File: src/hdl/bsks_pkg.sv
// ----------------------------------------------------------------------------
// bsks_pkg
// Shared types and constants of the batched scalar Kalman smoother.
// ----------------------------------------------------------------------------
package bsks_pkg;

  // Field widths
  localparam int ANGLE_W = 17;   // signed Q9.8 angle
  localparam int ERR_W   = 17;   // unsigned Q1.16 error estimate
  localparam int NOISE_W = 16;   // unsigned Q0.16 measurement noise
  localparam int DEN_W   = ERR_W + 1;
  localparam int REM_W   = DEN_W + 1;
  localparam int OP_W    = ANGLE_W + 1;
  localparam int PROD_W  = 2 * OP_W;

  // Divider sequencing: one quotient bit per cycle
  localparam int DIV_STEPS = ERR_W;
  localparam int DIV_CNT_W = $clog2(DIV_STEPS);

  localparam int BATCH_LENGTH_DEFAULT = 40;

  localparam logic signed [ANGLE_W-1:0] EST_RESET   = 17'sd23040;
  localparam logic        [ERR_W-1:0]   ONE_Q16     = 17'h10000;
  localparam logic        [NOISE_W-1:0] NOISE_RESET = 16'd6554;
  localparam logic        [PROD_W-1:0]  ROUND_HALF  = 36'd32768;

  typedef enum logic [3:0] {
    S_IDLE,
    S_DIV,
    S_MUL_P,
    S_UPD_P,
    S_MUL_R,
    S_UPD_R,
    S_MUL_E,
    S_UPD_E,
    S_FINISH
  } state_t;

endpackage

File: src/hdl/batched_scalar_kalman_smoother.sv
// ----------------------------------------------------------------------------
// batched_scalar_kalman_smoother
// Two-channel scalar Kalman update with one shared error term, reported once
// per batch. A restoring divider and one multiplier are shared under a small
// sequencer.
// ----------------------------------------------------------------------------
//
//  channel  direction  handshake              payload
//  -------  ---------  ---------------------  ----------------------------------
//  in       sink       in_valid / in_stall    pitch_sample, roll_sample
//  out      source     out_valid / out_stall  filtered_pitch, filtered_roll
//  cfg      sink       cfg_write              cfg_data (measurement noise)
//
// The first sample of a batch goes straight to the finish state after acceptance.
// Every other sample runs 17 divider steps (one quotient bit each) for the gain,
// then three multiply and round-and-add pairs through the single multiplier,
// then one bookkeeping step in the finish state.
// Reset is synchronous; estimates return to 90 degrees and the error to 1.0.
// The result sits in an output register; only the batch's last sample waits
// in its final cycle if the previous result has still not been taken.

module batched_scalar_kalman_smoother
  import bsks_pkg::*;
#(
  parameter int BATCH_LENGTH = BATCH_LENGTH_DEFAULT
) (
  input  logic                      clk,
  input  logic                      rst,
  input  logic                      in_valid,
  output logic                      in_stall,
  input  logic signed [ANGLE_W-1:0] pitch_sample,
  input  logic signed [ANGLE_W-1:0] roll_sample,
  output logic                      out_valid,
  input  logic                      out_stall,
  output logic signed [ANGLE_W-1:0] filtered_pitch,
  output logic signed [ANGLE_W-1:0] filtered_roll,
  input  logic                      cfg_write,
  input  logic        [NOISE_W-1:0] cfg_data
);

  localparam int POS_W = (BATCH_LENGTH > 2) ? $clog2(BATCH_LENGTH) : 1;
  localparam logic [POS_W-1:0] POS_LAST = POS_W'(BATCH_LENGTH - 1);

  state_t state, state_next;

  logic signed [ANGLE_W-1:0] pitch_estimate;
  logic signed [ANGLE_W-1:0] roll_estimate;
  logic        [ERR_W-1:0]   error_estimate;
  logic        [POS_W-1:0]   batch_position;
  logic        [NOISE_W-1:0] measurement_noise;

  logic signed [ANGLE_W-1:0] pitch_hold;
  logic signed [ANGLE_W-1:0] roll_hold;
  logic        [DEN_W-1:0]   den;
  logic        [REM_W-1:0]   rem;
  logic        [ERR_W-1:0]   quot;
  logic        [DIV_CNT_W-1:0] div_cnt;
  logic signed [PROD_W-1:0]  prod;

  logic                      in_accept;
  logic                      is_last;
  logic                      out_free;
  logic                      rem_ge;
  logic        [REM_W-1:0]   rem_diff;
  logic        [ERR_W-1:0]   gain;
  logic        [ERR_W-1:0]   gain_comp;
  logic signed [OP_W-1:0]    mul_a;
  logic signed [OP_W-1:0]    mul_b;
  logic signed [PROD_W-1:0]  prod_next;
  logic signed [PROD_W-1:0]  prod_rnd;
  logic signed [OP_W:0]      delta;
  logic signed [OP_W:0]      pitch_sum;
  logic signed [OP_W:0]      roll_sum;

  assign in_accept = in_valid && !in_stall;
  assign is_last   = (batch_position == POS_LAST);
  assign out_free  = !out_valid || !out_stall;

  // Divider step: compare the running remainder against the denominator.
  assign rem_ge   = (rem >= REM_W'(den));
  assign rem_diff = rem - REM_W'(den);

  // A zero denominator only happens with zero error and zero noise; gain is 0.
  assign gain      = (den == '0) ? '0 : quot;
  assign gain_comp = ONE_Q16 - gain;

  // Shared multiplier operands.
  always_comb begin
    case (state)
      S_MUL_P: begin
        mul_a = OP_W'(pitch_hold) - OP_W'(pitch_estimate);
        mul_b = $signed({1'b0, gain});
      end
      S_MUL_R: begin
        mul_a = OP_W'(roll_hold) - OP_W'(roll_estimate);
        mul_b = $signed({1'b0, gain});
      end
      default: begin
        mul_a = $signed({1'b0, error_estimate});
        mul_b = $signed({1'b0, gain_comp});
      end
    endcase
  end

  assign prod_next = mul_a * mul_b;

  // Round to nearest, ties upward, then drop the 16 fraction bits.
  assign prod_rnd  = prod + $signed(ROUND_HALF);
  assign delta     = prod_rnd[OP_W+16:16];
  assign pitch_sum = (OP_W+1)'(pitch_estimate) + delta;
  assign roll_sum  = (OP_W+1)'(roll_estimate) + delta;

  always_ff @(posedge clk) begin
    if (rst) begin
      state <= S_IDLE;
    end else begin
      state <= state_next;
    end
  end

  always_comb begin
    state_next = state;
    in_stall   = 1'b1;
    case (state)
      S_IDLE: begin
        in_stall = 1'b0;
        if (in_valid) begin
          state_next = (batch_position == '0) ? S_FINISH : S_DIV;
        end
      end
      S_DIV: begin
        if (div_cnt == DIV_CNT_W'(DIV_STEPS - 1)) begin
          state_next = S_MUL_P;
        end
      end
      S_MUL_P:  state_next = S_UPD_P;
      S_UPD_P:  state_next = S_MUL_R;
      S_MUL_R:  state_next = S_UPD_R;
      S_UPD_R:  state_next = S_MUL_E;
      S_MUL_E:  state_next = S_UPD_E;
      S_UPD_E:  state_next = S_FINISH;
      S_FINISH: begin
        if (!is_last || out_free) begin
          state_next = S_IDLE;
        end
      end
      default:  state_next = S_IDLE;
    endcase
  end

  // Working registers of the sequencer.
  always_ff @(posedge clk) begin
    case (state)
      S_IDLE: begin
        if (in_accept) begin
          pitch_hold <= pitch_sample;
          roll_hold  <= roll_sample;
          den        <= DEN_W'(error_estimate) + DEN_W'(measurement_noise);
          rem        <= REM_W'(error_estimate);
          quot       <= '0;
          div_cnt    <= '0;
        end
      end
      S_DIV: begin
        if (rem_ge) begin
          rem  <= {rem_diff[REM_W-2:0], 1'b0};
          quot <= {quot[ERR_W-2:0], 1'b1};
        end else begin
          rem  <= {rem[REM_W-2:0], 1'b0};
          quot <= {quot[ERR_W-2:0], 1'b0};
        end
        div_cnt <= div_cnt + 1'b1;
      end
      S_MUL_P, S_MUL_R, S_MUL_E: begin
        prod <= prod_next;
      end
      default: begin
      end
    endcase
  end

  // Filter state, configuration and result register.
  always_ff @(posedge clk) begin
    if (rst) begin
      pitch_estimate    <= EST_RESET;
      roll_estimate     <= EST_RESET;
      error_estimate    <= ONE_Q16;
      batch_position    <= '0;
      measurement_noise <= NOISE_RESET;
      out_valid         <= 1'b0;
    end else begin
      if (cfg_write) begin
        measurement_noise <= cfg_data;
      end
      // A taken result is dropped unless the next one is loaded in its place.
      if (out_valid && !out_stall && !(state == S_FINISH && is_last)) begin
        out_valid <= 1'b0;
      end
      case (state)
        S_UPD_P: pitch_estimate <= pitch_sum[ANGLE_W-1:0];
        S_UPD_R: roll_estimate  <= roll_sum[ANGLE_W-1:0];
        S_UPD_E: error_estimate <= prod_rnd[ERR_W+15:16];
        S_FINISH: begin
          if (!is_last) begin
            batch_position <= batch_position + 1'b1;
          end else if (out_free) begin
            filtered_pitch <= pitch_estimate;
            filtered_roll  <= roll_estimate;
            out_valid      <= 1'b1;
            error_estimate <= ONE_Q16;
            batch_position <= '0;
          end
        end
        default: begin
        end
      endcase
    end
  end

  // The error term is a shrinking product of factors no larger than one.
  a_err_bounded: assert property (@(posedge clk) disable iff (rst)
    error_estimate <= ONE_Q16)
    else $error("error estimate above 1.0");

  // The divider result never exceeds a gain of 1.0.
  a_gain_bounded: assert property (@(posedge clk) disable iff (rst)
    (state == S_MUL_P) |-> (gain <= ONE_Q16))
    else $error("gain above 1.0");

  // The first sample of a batch skips the update sequence.
  a_skip_first: assert property (@(posedge clk) disable iff (rst)
    (in_accept && batch_position == '0) |=> (state == S_FINISH))
    else $error("first sample of batch was not skipped");

  // A new result appears only together with the batch restart.
  a_result_restart: assert property (@(posedge clk) disable iff (rst)
    $rose(out_valid) |-> (batch_position == '0 && error_estimate == ONE_Q16))
    else $error("result without batch restart");

endmodule
File: config.mk
export PLATFORM = sky130hd
export DESIGN_NAME = batched_scalar_kalman_smoother
export DESIGN_NICKNAME = d
export VERILOG_FILES = /design/src/hdl/bsks_pkg.sv /design/src/hdl/batched_scalar_kalman_smoother.sv
export SDC_FILE = /design/constraint.sdc
export NUM_CORES = 1
export LEC_CHECK = 0
export ABC_AREA = 0
export CAP_MARGIN = 20
export CORE_MARGIN = 1
export CORE_UTILIZATION = 53
export DETAILED_ROUTE_END_ITERATION = 16
export DONT_BUFFER_PORTS = 1
export GPL_ROUTABILITY_DRIVEN = 0
export GPL_TIMING_DRIVEN = 0
export PLACE_DENSITY_LB_ADDON = 0.08
export SETUP_SLACK_MARGIN = 0.02
export SYNTH_ARGS = -nofsm -noshare
export SYNTH_HDL_FRONTEND = slang
export SYNTH_SLANG_ARGS = --single-unit
File: constraint.sdc
create_clock -name clk -period 8.5 [get_ports clk]
set_clock_uncertainty 0.15 [all_clocks]
set_input_delay 1.275 -clock clk [delete_from_list [all_inputs] [get_ports clk]]
set_output_delay 1.275 -clock clk [all_outputs]
set_load 0.1 [all_outputs]
After elaboration in Yosys (flattened, before gate mapping)

Cells that the tools add are included.

Bits in registers: 238
Bits of input ports: 55
Output and inout port bits: 36
Logic and storage cells: 95

Add/sub/neg operators: 10
Multiply operators: 1
Order comparisons: 1
Equal/unequal tests: 17
Muxes and demuxes: 26
Bitwise logic cells: 1
Reductions and logical operators: 23

Operator list:

| cell                                                                   | number |
|---|---|
| 17-bit two-way mux                                                     | 5 |
| 17-bit case mux with 2 select lines                                    | 2 |
| 19-bit two-way mux                                                     | 2 |
| 19-bit case mux with 2 select lines                                    | 1 |
| 18-bit case mux with 2 select lines                                    | 1 |
| 4-bit case mux with 9 select lines                                     | 1 |
| 17-bit by 17-bit subtractor with 18-bit output                         | 2 |
| 17-bit adder                                                           | 2 |
| 33-bit by 17-bit adder with 33-bit output (second input constant)      | 1 |
| 18-bit by 18-bit multiplier with 33-bit output                         | 1 |
| 19-bit by 18-bit greater-or-equal comparator with 1-bit output         | 1 |
| 17-bit by 16-bit adder with 18-bit output                              | 1 |
| 18-bit zero test                                                       | 1 |
| 18-bit subtractor                                                      | 1 |
| 17-bit subtractor (first input constant)                               | 1 |
| 4-bit by 3-bit equality test with 1-bit output (second input constant) | 4 |
| 4-bit two-way mux                                                      | 4 |
| 6-bit two-way mux                                                      | 2 |
| 2-bit inequality test (second input constant)                          | 6 |
| 5-bit case mux with 2 select lines                                     | 1 |
| 4-bit by 2-bit equality test with 1-bit output (second input constant) | 2 |
| 6-bit by 1-bit adder with 6-bit output (second input constant)         | 1 |
| 6-bit equality test (second input constant)                            | 1 |
| 6-bit zero test                                                        | 1 |
| 18 further kinds                                                       | 34 |

Depth between registers and ports, before layout

Gate-level depths: netlist of the first run.

Word-level depth: 8
Gate-level depth with buffers: 38
Depth with buffers taken out: 36

Worst setup path before layout of the first run

OpenSTA, ideal clock, no wires.

Kind: register to register
From: reg den[5]
To: reg prod[31], data pin
Library setup time: 0.262 ns
Arrival: 8.943 ns
Data required time: 8.088 ns
Slack: -0.855 ns
Stages on the path, launching flop included: 34
Buffers on the path: 4
Period minus slack after synthesis: 9.355 ns
Cells stage by stage: edfxtp_1 > or4_1 > or3_1 > buf_2 > and2_1 > clkbuf_1 > inv_1 > ha_1 > clkbuf_1 > inv_1 > nand2_1 > o31ai_1 > a32oi_1 > clkbuf_1 > nor2_1 > fa_1 > fa_1 > fa_1 > fa_1 > fa_1 > inv_1 > fa_1 > inv_1 > ha_1 > and3_1 > a221o_1 > a21oi_1 > o21a_1 > o21ai_0 > o311a_1 > a41o_1 > a21oi_1 > o21bai_1 > xor2_1

Longest elaborated chain between the ends: 5

RTL lines:

| item                                             | line                                  | RTL |
|---|---|---|
| start, declared                                  | batched_scalar_kalman_smoother.sv:54  | `logic [DEN_W-1:0] den;` |
| start signal, assigned                           | batched_scalar_kalman_smoother.sv:158 | `den <= DEN_W'(error_estimate) + DEN_W'(measurement_noise);` |
| 18-bit zero test *                               | batched_scalar_kalman_smoother.sv:84  | `assign gain = (den == '0) ? '0 : quot;` |
| 17-bit two-way mux *                             | batched_scalar_kalman_smoother.sv:84  |  |
| 17-bit subtractor                                | batched_scalar_kalman_smoother.sv:85  | `assign gain_comp = ONE_Q16 - gain;` |
| 17-bit two-way mux *                             | batched_scalar_kalman_smoother.sv:89  | `case (state)` |
| 18-bit by 18-bit multiplier with 33-bit output * | batched_scalar_kalman_smoother.sv:105 | `assign prod_next = mul_a * mul_b;` |
| named net prod_next[31]                          | batched_scalar_kalman_smoother.sv:69  | `logic signed [PROD_W-1:0] prod_next;` |
| end signal, assigned                             | batched_scalar_kalman_smoother.sv:175 | `prod <= prod_next;` |
| end, declared                                    | batched_scalar_kalman_smoother.sv:58  | `logic signed [PROD_W-1:0] prod;` |

The timed path passes the listed nets; every way through them passes the cells marked *.
A chain may end at the register's enable or synchronous reset.

Worst setup path after layout of the first run

From: reg pitch_estimate[5]
To: reg prod[31], data pin

Longest elaborated chain between the ends: 3

RTL lines:

| item                                           | line                                  | RTL |
|---|---|---|
| start, declared                                | batched_scalar_kalman_smoother.sv:46  | `logic signed [ANGLE_W-1:0] pitch_estimate;` |
| start signal, assigned                         | batched_scalar_kalman_smoother.sv:200 | `S_UPD_P: pitch_estimate <= pitch_sum[ANGLE_W-1:0];` |
| 17-bit by 17-bit subtractor with 18-bit output | batched_scalar_kalman_smoother.sv:91  | `mul_a = OP_W'(pitch_hold) - OP_W'(pitch_estimate);` |
| 18-bit case mux with 2 select lines            | batched_scalar_kalman_smoother.sv:89  |  |
| 18-bit by 18-bit multiplier with 33-bit output | batched_scalar_kalman_smoother.sv:105 |  |
| named net prod_next[31]                        | batched_scalar_kalman_smoother.sv:69  |  |

The timed path passes the listed nets, and every way through them passes these cells.

==> reports/metrics.csv, run 1 <==
metric,value,unit
Slowest Stage Delay on Critical Path,0.58,ns
origin of the worst setup path,pitch_estimate[5],
critical path arrival,8.89,ns
CP dominant cell by count,fa_1,
Die Ht,213,um
switching part of the total,46.7,%
CTS root buf,clkbuf_16,
status,"finished, violations left",
register area share after synthesis,25.0,%
placed insts,3155,
Reg2Reg Capture Point,prod[31],
fill cell total of the finished layout,3837,
net count after synthesis,3087,
Finished Cell Area,27100,sq um
VDD IR max,315,uV
"non-filler cells, final",3287,
area of the multi-input gates,16700,sq um
Power Dens Cells,282,nW/um^2
detailed placer's ending HPWL,54.1,mm
unrepaired setup endpoints after global routing,true,
first-pass GRT wire length,106,mm
clock power share,14.7,%
flop and latch count out of synthesis,223,
CP Capture Type,flop,
Synth Warn #,0,
H-tree depth,1,
register area,5930,sq um
TritonCTS clock tree,built,
"EDFF count, synth",145,
WP data required,8.65,ns
FMAX,114,MHz
WS Path Type,flop to flop,
Die Span X,213,um
Synth top cells by count,"inv_1 (419), nor2_1 (297), fa_1 (291)",
Netlist Area Pre-Place,23700,sq um
end of the critical path,prod[31],
clock input transition at the sequential cells of the worst setup and hold paths,0.06,ns
P&R area growth vs syn,14.6,%
layout cells sized above 1,14.4,%
Vias,18917,
DR DRC count,0,
CTS Buf Count,25,
Post-Syn Area per Cell,9.28,sq um
Placement Cell Area,24700,sq um
min-delay worst type,flop to flop,
initial antenna violation count,2,
GRT Util Overall,31.1,%
Final Setup Violations,6,
Netlist cell types,75,
leak pwr,12.1,nW
top cell type by total area after synthesis,fa_1,
worst slew pin tran,1.17,ns
post-route minimum period,8.73,ns
crit start category,flop,
fin crit share,103,%
Max Cap Viol,0,
Core ar.,44100,sq um
reg2reg start,pitch_estimate[5],
Starting Density,53.7,%
Antenna Nets Post-Route,0,
Cell Int Power,4.07,mW
reg2reg path depth,35,
"Net count, final",3208,
post-DR wirelength/cell,21.1,um
Yosys top cell area share,24.6,%
clock tree buffer depth,3,
Comb power frac,63.9,%
vias in the first global route,19151,
count of input and output buffers,0,
Routed WL,69.4,mm
Clock Latency Late Sink,0.56,ns
1st-iter DRT viols,1518,
top-level port count,91,
failing checks,negative setup slack,
Slew headroom,21.4,%
sequential share of power,21.4,%
router iterations before antenna repair,6,
Mapped Cells,2554,
Pins Over Slew Limit,0,
largest net degree at the start of global routing,42,
Synth area leaders,"fa_1 (25%), edfxtp_1 (18%), ha_1 (9.9%)",
Final WS setup,-0.234,ns
clk sinks,223,
total gr overflow,0,
Hold Buf Count CTS,0,
CP max-delay cell,fa_1,
most frequent cell after synthesis,inv_1,
fraction of registers with async set/reset,0,%
Sw Pwr,3.57,mW
"setup slack, reg-to-reg",-0.23,ns
die area,45600,sq um
ys flop type,edfxtp_1,
Site Rows,77,
Fin. Hold Viols,0,
vias per cell,5.76,
maximum fanout along the worst path,4,
-- flip-flops by register name, summed over array words and instances, names as in the netlist --
name               count
batch_position         6
den                   18
div_cnt                5
error_estimate        17
filtered_pitch        17
filtered_roll         17
measurement_noise     16
out_valid              1
pitch_estimate        17
pitch_hold            17
prod                  18
quot                  17
rem                   19
roll_estimate         17
roll_hold             17
state                  4
-- power by group through the flow --
stage	Combinational [mW]	Sequential, mW	Clock, mW
2_1_floorplan	3.09	1.59	0
3_3_place_gp	4.18	1.65	0
3_5_place_dp	4.28	1.64	0
4_1_cts	4.66	1.63	1.13
5_1_grt	5.36	1.66	1.17
6_report	4.89	1.64	1.12
-- final cells by class --
class	count	share of cell area, %
Sequential cell	223	21.8
Antenna cell	1	0.00922
Clock inverter	20	0.793
Clock buffer	26	2.36
Multi-Input combinational cell	1832	61.6
Buffer	77	1.63
Inverter	419	5.84
Timing Repair Buffer	97	3.25
Tap cell	592	2.73
-- what timing repair did --
| item | CTS | global route |
|---|---|---|
| setup buffers | 56 | 33 |
| gates resized for setup | 139 | 103 |
| pin swaps | 59 | 76 |
| setup endpoints to repair | 18 | 14 |
| endpoints found under the hold margin | 0 | 0 |
-- how the worst min path moves through the flow --
stage,end,from,depth (start not counted)
final,filtered_roll[2],roll_estimate[2],0
after global routing,filtered_roll[5],roll_estimate[5],0
after CTS,filtered_roll[2],roll_estimate[2],0
after detailed placement,filtered_roll[2],roll_estimate[2],0
after global placement,filtered_roll[2],roll_estimate[2],0
after floorplan,filtered_pitch[15],pitch_estimate[15],0
-- cell usage in the layout, fill, tap and decap left out, types with 12 or more instances in the layout --
master     count
ha_1         173
nor2b_1       19
or3_1         14
inv_1        403
fa_2          12
a21oi_2       22
edfxtp_1     145
mux2i_1       28
clkbuf_2      15
nor3_1        38
o211ai_1      17
xor2_1        38
buf_4         77
fa_1         279
nor2_1       285
xnor2_1       96
a21o_1        39
a21oi_1      108
nand2_1      189
nand2b_1      39
a211oi_1      14
o21ai_0       45
or2_2         52
inv_2         14
and3_1        32
nand3_1       57
o21a_1        16
dfxtp_1       70
clkbuf_1      40
clkbuf_16     26
buf_6         12
-- worst max-delay path: cells and delay by family (launching register included) --
kind,cells,cell delay [ns]
xor+xnor,2,0.45
fa+ha+maj,8,3.59
buf+inv,7,0.53
flops,1,0.38
compound gates,15,2.85
simple gates,3,0.52
-- layer usage --
| layer | global-route usage (%) | vias up | share of wire (%) |
|---|---|---|---|
| li1 | - | 8623 | - |
| met2 | 50.8 | 780 | 47 |
| met4 | 13.0 | 4 | 4.3 |
| met1 | 40.9 | 9322 | 41 |
| met3 | 5.36 | 188 | 7.8 |
| met5 | 0 | - | 0.039 |
-- through the flow --
step | TNS (ns) | total power [mW] | worst slack (ns) | utilization, % | hold slack, ns
floorplan | 0 | 4.68 | 0.0242 | - | 0.287
global placement | -28.88 | 5.83 | -2.24 | 55.7 | 0.304
detailed placement | -20.80 | 5.92 | -1.80 | 56.0 | 0.310
CTS | -0.952 | 7.42 | -0.302 | 60.2 | 0.316
global route | -2.45 | 8.19 | -0.490 | 61.5 | 0.324
finish | -0.917 | 7.65 | -0.234 | 61.5 | 0.317
-- cells by family after synthesis --
kind of cell             count (synthesis)  share of synthesized area (%)
flip-flops                             223                           25.0
multiplexers                            30                           1.28
AO/OA/AOI/OAI                          382                           10.4
adder cells (fa/ha/maj)                481                           34.6
AND/OR/NAND/NOR                        797                           15.6
XOR/XNOR                               142                           5.25
buffers and inverters                  499                           7.92
Note: power is estimated with default switching activity, not from simulation.
==> run 2: changes to the inputs <==
--- a/config.mk
+++ b/config.mk
@@ -14,6 +14,7 @@
 export GPL_ROUTABILITY_DRIVEN = 0
 export GPL_TIMING_DRIVEN = 0
 export PLACE_DENSITY_LB_ADDON = 0.08
+export REMOVE_ABC_BUFFERS = 1
 export SETUP_SLACK_MARGIN = 0.02
 export SYNTH_ARGS = -nofsm -noshare
 export SYNTH_HDL_FRONTEND = slang
==> reports/metrics.csv, run 2 (synthesized netlist as in run 1, its figures left out) <==
metric,value,unit
H-tree depth,1,
Final Setup Violations,3,
VDD IR max,202,uV
Slowest Stage Delay on Critical Path,0.56,ns
"commonest non-fill, non-tap cells in the layout","inv_1 (413), nor2_1 (290), fa_1 (284)",
CP Capture Type,flop,
WS Path Type,flop to flop,
worst hold slack,0.325,ns
worst slew pin tran,1.11,ns
post-route minimum period,8.59,ns
CP dominant cell by count,fa_1,
clock tree buffer depth,3,
top-level port count,91,
hold depth,0,
P&R area growth vs syn,13.1,%
Power Dens Cells,277,nW/um^2
metal2 WL,30.9,mm
min-delay worst type,flop to flop,
critical path arrival,8.71,ns
Pins Over Slew Limit,0,
first-pass GRT wire length,102,mm
Finished Cell Area,26800,sq um
DR WL met3,4.17,mm
critical path depth,31,
post-DR wirelength/cell,20.0,um
vias per cell,5.74,
"commonest non-fill, non-tap cell in the layout",inv_1,
Fin. Hold Viols,0,
Core ar.,44100,sq um
Sum Neg Setup Slack,-0.138,ns
leak pwr,11.9,nW
WP data required,8.62,ns
Site Rows,77,
fin crit share,101,%
crit start category,flop,
clock input transition at the sequential cells of the worst setup and hold paths,0.07,ns
1st-iter DRT viols,1377,
failing checks,negative setup slack,
"Largest delay share family, worst path",adder cells,
count of input and output buffers,0,
clk sinks,223,
worst slack at placement,-2.32,ns
Die Span X,213,um
detailed placer's ending HPWL,49.0,mm
Max Cap Viol,0,
initial antenna violation count,2,
Placement Cell Area,24700,sq um
Layout Utilization,60.7,%
CTS root buf,clkbuf_16,
"non-filler cells, final",3218,
CP max-delay cell,fa_1,
Die Ht,213,um
top layer in use,met5,
largest net degree at the start of global routing,69,
Design Power,7.43,mW
router iterations before antenna repair,6,
FMAX,116,MHz
Slew headroom,26.1,%
largest registers,"rem: 19 flops, den: 18 flops, prod: 18 flops",
Antenna Nets Post-Route,0,
TritonCTS clock tree,built,
CTS Buf Count,24,
reg2reg path depth,31,
max FFs per register,19,
GRT Util Overall,29.1,%
Clock Latency Late Sink,0.54,ns
WP buf/inv,5,
Starting Density,53.7,%
unrepaired setup endpoints after global routing,true,
"Net count, final",3140,
DR DRC count,0,
total gr overflow,0,
maximum fanout along the worst path,9,
Hold Buf Count CTS,0,
WL met1,26.8,mm
vias in the first global route,18850,
status,"finished, violations left",
Biggest register,rem,
layout cells sized above 1,12.9,%
Final WS setup,-0.0865,ns
Routed WL,64.3,mm
placed insts,3098,
Vias,18463,
die area,45600,sq um
run 2: cell type report:
class / count / area (sq um)
fill: 3821 / 17300
multi-input combinational: 1834 / 16700
sequential: 223 / 5940
inverter: 419 / 1580
timing repair buffer: 105 / 965
tap: 592 / 741
clock buffer: 29 / 661
clock inverter: 15 / 194
antenna: 1 / 2.50
run 2: timing repair:
| item | CTS | global route |
|---|---|---|
| pin swaps | 70 | 43 |
| endpoints found under the setup margin | 18 | 8 |
| setup buffers | 51 | 18 |
| gates cloned | 2 | 0 |
| resized for setup | 126 | 28 |
run 2: final timing paths:
check / slack (ns) / startpoint / end
min: 0.33 / pitch_estimate[9] / filtered_pitch[9]
max: -0.09 / pitch_estimate[3] / prod[31]
max reg2reg: -0.09 / pitch_estimate[3] / prod[31]
min reg2reg: 0.33 / pitch_estimate[9] / filtered_pitch[9]
run 2: per-layer routing:
metal	GRT usage, %	vias to the layer above
li1	-	8471
met4	11.9	2
met5	0	-
met1	38.1	9195
met2	49.1	647
met3	3.37	148
run 2: power breakdown:
part	internal (mW)	switching, mW	total, mW	leakage (nW)
Sequential	1.48	0.175	1.65	1.99
Clock	0.678	0.459	1.14	0.394
Combinational	1.89	2.76	4.64	9.55
run 2: worst reg2reg max path, delay by kind of cell (launching register included):
kind	cells	cell delay, ns
simple gates	3	0.57
fa+ha+maj	8	3.59
compound gates	13	2.83
buf+inv	5	0.43
xor+xnor	2	0.33
flops	1	0.44
